$ cat src/ccm_pkg.sv
// Shared constants, types and constant tables of the sRGB color correction matrix.
// The degamma table and the regamma decision points are computed at elaboration.
// No dependencies; every other file of the block imports this package.
`timescale 1ns / 1ps
`default_nettype none

package ccm_pkg;

  // Fixed-point formats.
  localparam int LINEAR_FRAC_BITS   = 15;
  localparam int COEFF_FRAC_BITS    = 10;
  localparam int REGAMMA_INDEX_BITS = 14;

  localparam int CHANNELS  = 3;
  localparam int BYTE_W    = 8;
  localparam int TDATA_W   = 4 * BYTE_W;
  localparam int COEFF_W   = 15;
  localparam int ROW_W     = CHANNELS * COEFF_W;
  localparam int CFG_IDX_W = 2;

  // Linear values reach exactly 1.0, so one integer bit is needed.
  localparam int LIN_W     = LINEAR_FRAC_BITS + 1;
  localparam int PROD_W    = LIN_W + 1 + COEFF_W;
  localparam int SUM_W     = PROD_W + 2;
  localparam int SUM_SHIFT = LINEAR_FRAC_BITS + COEFF_FRAC_BITS - REGAMMA_INDEX_BITS;

  // Regamma is a search over the 255 decision points of the output codes.
  localparam int Q30_BITS     = 30;
  localparam int DEC_W        = Q30_BITS + 1;
  localparam int DEC_N        = 255;
  localparam int X_W          = Q30_BITS;
  localparam int X_SHIFT      = Q30_BITS - 1 - REGAMMA_INDEX_BITS;
  localparam int SEARCH_STEPS = BYTE_W;

  // Pipeline: degamma stage, product stage, sum stage, search stages, output stage.
  localparam int LANE_STAGES = 2 + SEARCH_STEPS;
  localparam int NSTG        = LANE_STAGES + 2;

  // Register indexes of the configuration port.
  localparam logic [CFG_IDX_W-1:0] REG_ROW_RED   = 2'd0;
  localparam logic [CFG_IDX_W-1:0] REG_ROW_GREEN = 2'd1;
  localparam logic [CFG_IDX_W-1:0] REG_ROW_BLUE  = 2'd2;

  // Identity rows after reset.
  localparam logic [ROW_W-1:0] ROW_RED_RESET   = ROW_W'(1) << COEFF_FRAC_BITS;
  localparam logic [ROW_W-1:0] ROW_GREEN_RESET = ROW_W'(1) << (COEFF_FRAC_BITS + COEFF_W);
  localparam logic [ROW_W-1:0] ROW_BLUE_RESET  = ROW_W'(1) << (COEFF_FRAC_BITS + 2 * COEFF_W);

  typedef logic [CHANNELS-1:0][LIN_W-1:0] lin_vec_t;
  typedef logic [DEC_W-1:0] decision_tab_t [DEC_N];
  typedef logic [LIN_W-1:0] degamma_tab_t [256];

  // Per-stage load strobes shared by the pipeline stages.
  typedef struct packed {
    logic [NSTG-1:0] load;
  } ccm_ctrl_t;

  // Fractions are taken over a fixed denominator of 510.
  localparam longint unsigned DEN     = 510;
  localparam longint unsigned ONE_Q30 = 64'd1 << Q30_BITS;

  function automatic longint unsigned pow5_q30(input longint unsigned r);
    longint unsigned p;
    p = r;
    for (int k = 0; k < 4; k++) begin
      p = (p * r) >> Q30_BITS;
    end
    return p;
  endfunction

  // Largest root whose fifth power stays at or below v.
  function automatic longint unsigned root5_q30(input longint unsigned v);
    longint unsigned lo;
    longint unsigned hi;
    longint unsigned mid;
    lo = 0;
    hi = ONE_Q30;
    for (int it = 0; it < 40; it++) begin
      if (lo < hi) begin
        mid = lo + ((hi - lo + 1) >> 1);
        if (pow5_q30(mid) <= v) begin
          lo = mid;
        end else begin
          hi = mid - 1;
        end
      end
    end
    return lo;
  endfunction

  // Linear light of the sRGB fraction num/510 in Q30.
  function automatic longint unsigned linear_q30(input longint unsigned num);
    longint unsigned y;
    longint unsigned y2;
    longint unsigned res;
    if (100000 * num < 4045 * DEN) begin
      res = ((num << Q30_BITS) * 100) / (DEN * 1292);
    end else begin
      y = ((1000 * num + 55 * DEN) << Q30_BITS) / (1055 * DEN);
      if (y > ONE_Q30) begin
        y = ONE_Q30;
      end
      y2  = (y * y) >> Q30_BITS;
      res = (y2 * root5_q30(y2)) >> Q30_BITS;
    end
    return res;
  endfunction

  function automatic degamma_tab_t build_degamma();
    degamma_tab_t t;
    for (int i = 0; i < 256; i++) begin
      t[i] = LIN_W'(linear_q30(64'(2 * i)) >> (Q30_BITS - LINEAR_FRAC_BITS));
    end
    return t;
  endfunction

  function automatic decision_tab_t build_decision();
    decision_tab_t t;
    for (int i = 0; i < DEC_N; i++) begin
      t[i] = DEC_W'(linear_q30(64'(2 * i + 1)));
    end
    return t;
  endfunction

  localparam degamma_tab_t  DEGAMMA_ROM  = build_degamma();
  localparam decision_tab_t DECISION_TAB = build_decision();

endpackage

`default_nettype wire

$ cat src/ccm_merge.sv
// Output stage: joins the three lane codes and the delayed alpha into one item.
// Depends on ccm_pkg for widths.
`timescale 1ns / 1ps
`default_nettype none

module ccm_merge import ccm_pkg::*; (
  input  wire logic                             clk,
  input  wire logic                             load,
  input  wire logic [CHANNELS-1:0][BYTE_W-1:0]  codes,
  input  wire logic [BYTE_W-1:0]                alpha,
  output logic      [TDATA_W-1:0]               tdata
);

  // Red in the lowest byte, alpha in the highest.
  always_ff @(posedge clk) begin
    if (load) begin
      tdata <= {alpha, codes[2], codes[1], codes[0]};
    end
  end

endmodule

`default_nettype wire

$ cat config.mk
export PLATFORM = sky130hd
export DESIGN_NAME = ccm_merge
export DESIGN_NICKNAME = d
export VERILOG_FILES = /design/src/ccm_pkg.sv /design/src/ccm_merge.sv
export SDC_FILE = /design/constraint.sdc
export NUM_CORES = 1
export LEC_CHECK = 0
export BUFFER_PORTS_ARGS = -buffer_cell sky130_fd_sc_hd__buf_4
export CORE_MARGIN = 4
export CORE_UTILIZATION = 42
export CTS_CLUSTER_SIZE = 24
export DETAILED_ROUTE_END_ITERATION = 12
export GPL_TIMING_DRIVEN = 0
export PLACE_DENSITY = 0.9
export REMOVE_ABC_BUFFERS = 1
export SYNTH_ARGS = -nofsm -noshare
export SYNTH_HDL_FRONTEND = slang
export SYNTH_SLANG_ARGS = --single-unit
export TNS_END_PERCENT = 10
$ cat constraint.sdc
create_clock -name clk -period 0.8 [get_ports clk]
set_clock_uncertainty 0.1 [all_clocks]
set_input_delay 0.16 -clock clk [delete_from_list [all_inputs] [get_ports clk]]
set_output_delay 0.16 -clock clk [all_outputs]
set_load 0.02 [all_outputs]
==> flow_metrics.py, run 1 <==
metrics = {
    "status": {
        "status": "complete, but fails checks",
        "violations": "hold timing, setup timing",
    },
    "final_layout": {
        "fill_cells": 106,
        "regMostFlops": "tdata",
        "reg.largest.list": "tdata (32)",
        "area_growth_pct": 80.3,
        "regArea_um2": 961,
        "final_layout_size_suffix_gt1_share_pct": 61.9,
        "final_cells": 141,
        "nNetsFinal": 146,
        "multi_input_area_um2": 0,
        "largest_reg_flops": 32,
        "antenna_cells": 0,
        "multi_input_comb_cells": 0,
    },
    "floorplan": {
        "ios": 66,
        "fp-row-count": 17,
        "core_area_mm2": 0.00219,
        "dieWidth_um": 55.8,
        "start_util_pct": 43.9,
        "dieArea_mm2": 0.00312,
        "die_h_um": 55.8,
    },
    "logic_synthesis": {
        "synth.area.mux_share_pct": 0,
        "ys_types": 1,
        "yosys_register_bits": 32,
        "synthCells": 32,
        "synth_compound_area_share_pct": 0,
        "synth_top_area_share_pct": 100,
        "synthSimpleGateAreaFrac_pct": 0,
        "postSynth.asyncResetShare_pct": 0,
        "synthTopCellsByArea": "edfxtp_1 100%",
        "synthAdderAreaFrac_pct": 0,
        "synthXorXnorAreaFrac_pct": 0,
        "ys_warn_count": 0,
        "syn_area_per_cell_um2": 30.0,
        "yosysMostFrequentCell": "edfxtp_1",
        "ys.flop_type": "edfxtp_1",
        "yosys-top-cells-count": "32 x edfxtp_1",
        "seq_area_frac_synth_pct": 100,
        "synth.largest_area_cell": "edfxtp_1",
        "syn_area_um2": 961,
        "synth_edf_count": 32,
    },
    "grt": {
        "grt_pass1_wl_um": 3490,
        "antenna_found_initial": 0,
        "grt-ovfl-total": 0,
        "grtUsageMet1_pct": 16.8,
        "grt_pass1_vias": 624,
        "grt_start_max_net_pins": 33,
        "grt_busiest_layer": "met2",
        "use_met2_pct": 28.2,
        "grt_use_total_pct": 16.4,
        "gr-usage-met3_pct": 8.12,
    },
    "sta": {
        "fin_setup_tns_ps": -11010,
        "period_minus_slack_ps": 1210,
        "fmax_mhz": 826,
        "setup_viol": 40,
        "slew_headroom_pct": 74.0,
        "worst_pin_slew_ps": 390,
        "fin_crit_sh_pct": 151,
        "setup_ws_ps": -411,
        "holdWs_ps": -96.3,
        "finalHoldViolCount": 24,
        "rsz0062_at_grt": "true",
        "slew_viol_final": 0,
    },
    "drt": {
        "drcViolationCount": 0,
        "wire_per_inst_um": 20.9,
        "dr.first_iter.drc_count": 33,
        "postRouteAntennaNets": 0,
        "wl_um": 2950,
        "vias": 665,
        "vias_per_cell": 4.72,
        "first_pass_iters": 6,
    },
    "place": {
        "gp_congestion": 0.721,
        "pre_cts_ws_ps": -162,
        "port_buffers": 65,
        "place_inst": 125,
    },
    "setup_path": {
        "path_max_fanout": 1,
        "startpoint_type": "flop",
        "crit_cells": 1,
        "worstPathRequired_ps": 540,
        "cp-startpoint": "tdata[0]",
        "crit_slowest_cell": "edfxtp_1",
        "worst-setup-path-type": "flop to output pin",
        "worstSetupEndpoint": "tdata[0]",
        "crit_arrival_ps": 950,
        "slowest_delay_ps": 450,
        "end_kind": "output pin",
        "cpLargestDelayFamily": "flip-flops",
        "crit_chain": "buf_6",
        "crit_buf_inv": 1,
    },
    "clocking": {
        "clock_sinks": 32,
        "clk_pin_slew_ps": 110,
        "h-tree-depth": 2,
        "tritoncts.num_buffers": 5,
        "cts_tree": "built",
        "clk_path_buf_depth": 2,
        "cts_root_buf": "clkbuf_4",
    },
    "power_and_ir_drop": {
        "power.density_mw_per_mm2": 2070,
        "max-vdd-ir-drop_v": 0.00173,
        "p_leak_uw": 0.000726,
    },
    "flow_run": {
        "maxCapViolations": 0,
    },
    "hold_path": {
        "hold_depth": 1,
        "holdCritPathClass": "primary input to flop",
    },
}
## cells by family (layout without fill, tap and decap cells)
kind of cell,Yosys count,count (layout)
buffers and inverters,0,81
DFF,32,32
## routing by layer
metal	vias to the layer above	part of all wire (%)
met3	2	10
met5	-	0
met4	0	0.91
met1	320	36
met2	54	53
li1	289	-
## cell usage in the layout (no fill, tap or decap)
master          n
buf_6          32
clkinv_1        1
clkbuf_4        5
edfxtp_1       32
clkbuf_1        2
buf_4          33
dlygate4sd3_1   8
## per-stage QoR
step | hold WS [ps] | utilization [%] | total power (µW) | instance area, µm²
6_report | -96.3 | 79.1 | 3580 | 1730
5_1_grt | -122 | 79.1 | 3730 | 1730
4_1_cts | -99.3 | 74.8 | 3480 | 1640
3_5_place_dp | 239 | 67.7 | 2590 | 1480
3_3_place_gp | 238 | 67.7 | 2570 | 1480
2_1_floorplan | 159 | - | 2240 | 961
## area by class of cell
type                  count  area share [%]
Sequential cell          32            55.5
Timing Repair Buffer     73            39.7
Clock buffer              7            2.60
Tap cell                 28            2.02
Clock inverter            1           0.217
## worst min-delay path by stage
stage / from / end
finish: codes[11] / tdata[11]
global route: codes[15] / tdata[15]
CTS: codes[17] / tdata[17]
detailed placement: codes[19] / tdata[19]
global placement: codes[15] / tdata[15]
floorplan: codes[0] / tdata[0]
## power breakdown
| part | total (µW) | internal, µW | leakage (µW) | switching [µW] |
|---|---|---|---|---|
| Clock | 877 | 338 | 0.0000269 | 539 |
| Combinational | 638 | 354 | 0.000386 | 284 |
| Sequential | 2070 | 2000 | 0.000313 | 74.2 |
| Total | 3580 | 2690 | 0.000726 | 897 |
## what timing repair did
item,CTS,global route
hold endpoints to repair,32,32
resized for setup,28,4
setup buffers,0,0
pin swaps,0,0
endpoints found under the setup margin,32,32
cloned,0,0
(Power assumes the default switching activity.)
==> run 2: changes to the inputs <==
--- a/config.mk
+++ b/config.mk
@@ -7,11 +7,11 @@
 export LEC_CHECK = 0
 export BUFFER_PORTS_ARGS = -buffer_cell sky130_fd_sc_hd__buf_4
 export CORE_MARGIN = 4
-export CORE_UTILIZATION = 42
+export CORE_UTILIZATION = 39
 export CTS_CLUSTER_SIZE = 24
 export DETAILED_ROUTE_END_ITERATION = 12
 export GPL_TIMING_DRIVEN = 0
-export PLACE_DENSITY = 0.9
+export PLACE_DENSITY = 0.85
 export REMOVE_ABC_BUFFERS = 1
 export SYNTH_ARGS = -nofsm -noshare
 export SYNTH_HDL_FRONTEND = slang
==> constraint.sdc (replaced) <==
create_clock -name clk -period 1.3 [get_ports clk]
set_clock_uncertainty 0.1 [all_clocks]
set_input_delay 0.26 -clock clk [delete_from_list [all_inputs] [get_ports clk]]
set_output_delay 0.26 -clock clk [all_outputs]
set_load 0.02 [all_outputs]
==> run 2 against run 1 <==
  * The flow now finishes without violations
  * Critical path type unchanged
  * Wire length shrank 0.34%
  * Design area grew 7.9%
  * Critical endpoint is now tdata[30]
  * Sequential power shrank 40%
  * Non-clock buffer count grew 24
  * First-iteration DRC count is 27% lower
  * Utilization is 3.0 points higher
  * Via count increased by 12%
  * Count of clock-buffer cells in the layout is 2 lower
  * Global-route usage grew 0.26 points
==> flow_metrics.py, run 2 (same netlist as run 1, synthesis figures left out) <==
metrics = {
    "floorplan": {
        "core_area_mm2": 0.00228,
        "die_h_um": 57.6,
        "ios": 66,
        "start_util_pct": 42.2,
        "fp-row-count": 17,
        "dieWidth_um": 57.6,
        "dieArea_mm2": 0.00332,
    },
    "hold_path": {
        "hp-start": "load",
        "hold_depth": 1,
        "holdCritPathClass": "primary input to flop",
        "worst_hold_path.endpoint": "tdata[30]",
    },
    "setup_path": {
        "slowest_delay_ps": 430,
        "path_max_fanout": 1,
        "worst-setup-path-type": "flop to output pin",
        "worstPathRequired_ps": 940,
        "crit_buf_inv": 1,
        "crit_slowest_cell": "edfxtp_1",
        "crit_arrival_ps": 920,
        "cp-startpoint": "tdata[30]",
        "crit_cells": 1,
        "cpLargestDelayFamily": "flip-flops",
        "startpoint_type": "flop",
        "end_kind": "output pin",
        "crit_chain": "buf_6",
    },
    "drt": {
        "vias_per_cell": 4.49,
        "vias": 746,
        "dr.first_iter.drc_count": 24,
        "wire_per_inst_um": 17.7,
        "wl_um": 2940,
        "first_pass_iters": 4,
        "drcViolationCount": 0,
        "postRouteAntennaNets": 0,
    },
    "final_layout": {
        "multi_input_area_um2": 0,
        "regMostFlops": "tdata",
        "nNetsFinal": 170,
        "final_common_cell": "buf_4",
        "reg.largest.list": "tdata (32)",
        "final_layout_size_suffix_gt1_share_pct": 52.6,
        "final_cell_mix": "62 x buf_4, 32 x dlygate4sd3_1, 32 x edfxtp_1, 5 x clkbuf_4, 3 x buf_6",
        "multi_input_comb_cells": 0,
        "largest_reg_flops": 32,
        "area_growth_pct": 94.5,
    },
    "clocking": {
        "cts_root_buf": "clkbuf_4",
        "cts_setup_buffers": 0,
        "clk_path_buf_depth": 2,
        "cts_tree": "built",
        "clk_pin_slew_ps": 100,
        "h-tree-depth": 2,
        "clock_sinks": 32,
        "tritoncts.num_buffers": 5,
    },
    "place": {
        "gp_congestion": 0.699,
        "port_buffers": 65,
        "pre_cts_ws_ps": 226,
    },
    "sta": {
        "fin_crit_sh_pct": 98.1,
        "slew_headroom_pct": 73.7,
        "rsz0062_at_grt": "true",
        "setup_viol": 0,
        "fmax_mhz": 784,
        "worst_pin_slew_ps": 395,
        "finalHoldViolCount": 0,
        "holdWs_ps": 276,
        "period_minus_slack_ps": 1280,
        "slew_viol_final": 0,
        "setup_ws_ps": 24.1,
    },
    "power_and_ir_drop": {
        "power_uw": 2180,
        "p_leak_uw": 0.000795,
        "max-vdd-ir-drop_v": 0.00118,
        "power.density_mw_per_mm2": 1170,
    },
    "status": {
        "status": "finished clean",
    },
    "flow_run": {
        "maxCapViolations": 0,
    },
    "grt": {
        "grt_use_total_pct": 16.7,
        "grt-ovfl-total": 0,
        "grt_pass1_vias": 782,
        "grt_start_max_net_pins": 33,
        "antenna_found_initial": 1,
        "grt_pass1_wl_um": 3750,
    },
}
## run 2: cell count changes in the layout (fill, tap and decap cells not counted)
cell and delta:
buf_4 +29, clkinv_2 +2, clkbuf_1 -2, dlygate4sd3_1 +24
diode_2 +1, buf_6 -29
## run 2: final cells by class
| cell class | instances | area, µm² |
|---|---|---|
| clock inverter | 3 | 13.8 |
| tap | 28 | 35.0 |
| timing repair buffer | 97 | 820 |
| antenna | 1 | 2.50 |
| fill | 108 | 407 |
| sequential | 32 | 961 |
| clock buffer | 5 | 37.5 |
## run 2: report_power, final
| group | switching [µW] | internal [µW] | total, µW | leakage, µW |
|---|---|---|---|---|
| Combinational | 189 | 223 | 412 | 0.000450 |
| Sequential | 26.7 | 1230 | 1250 | 0.000313 |
| Clock | 319 | 198 | 517 | 0.0000324 |
| Total | 535 | 1650 | 2180 | 0.000795 |
## run 2: metrics by stage
stage               area [µm²]  util, %  instances  setup TNS [ps]
finish                    1870     82.1        166               0
global route              1870     82.1        166           -21.5
CTS                       1710     74.9        150               0
detailed placement        1480     65.2        125               0
global placement          1480     65.2        125               0
floorplan                  961        -         32               0
## run 2: worst max-delay path by stage
stage / end / slack, ps
floorplan: tdata[0] / 490
global placement: tdata[3] / 250
detailed placement: tdata[3] / 230
CTS: tdata[30] / 30
global route: tdata[27] / -20
finish: tdata[30] / 20
## run 2: metal layers
metal,wire [µm],global-route usage [%],up-vias
li1,-,-,338
met1,896,12.2,338
met2,1530,32.4,58
met3,421,9.58,12
met4,91,8.28,0
met5,0,0,-
## run 2: what timing repair did
item	4_1_cts	5_1_grt
gates resized for setup	0	3
setup endpoints to repair	0	3
endpoints found under the hold margin	17	15
hold buffers	17	15
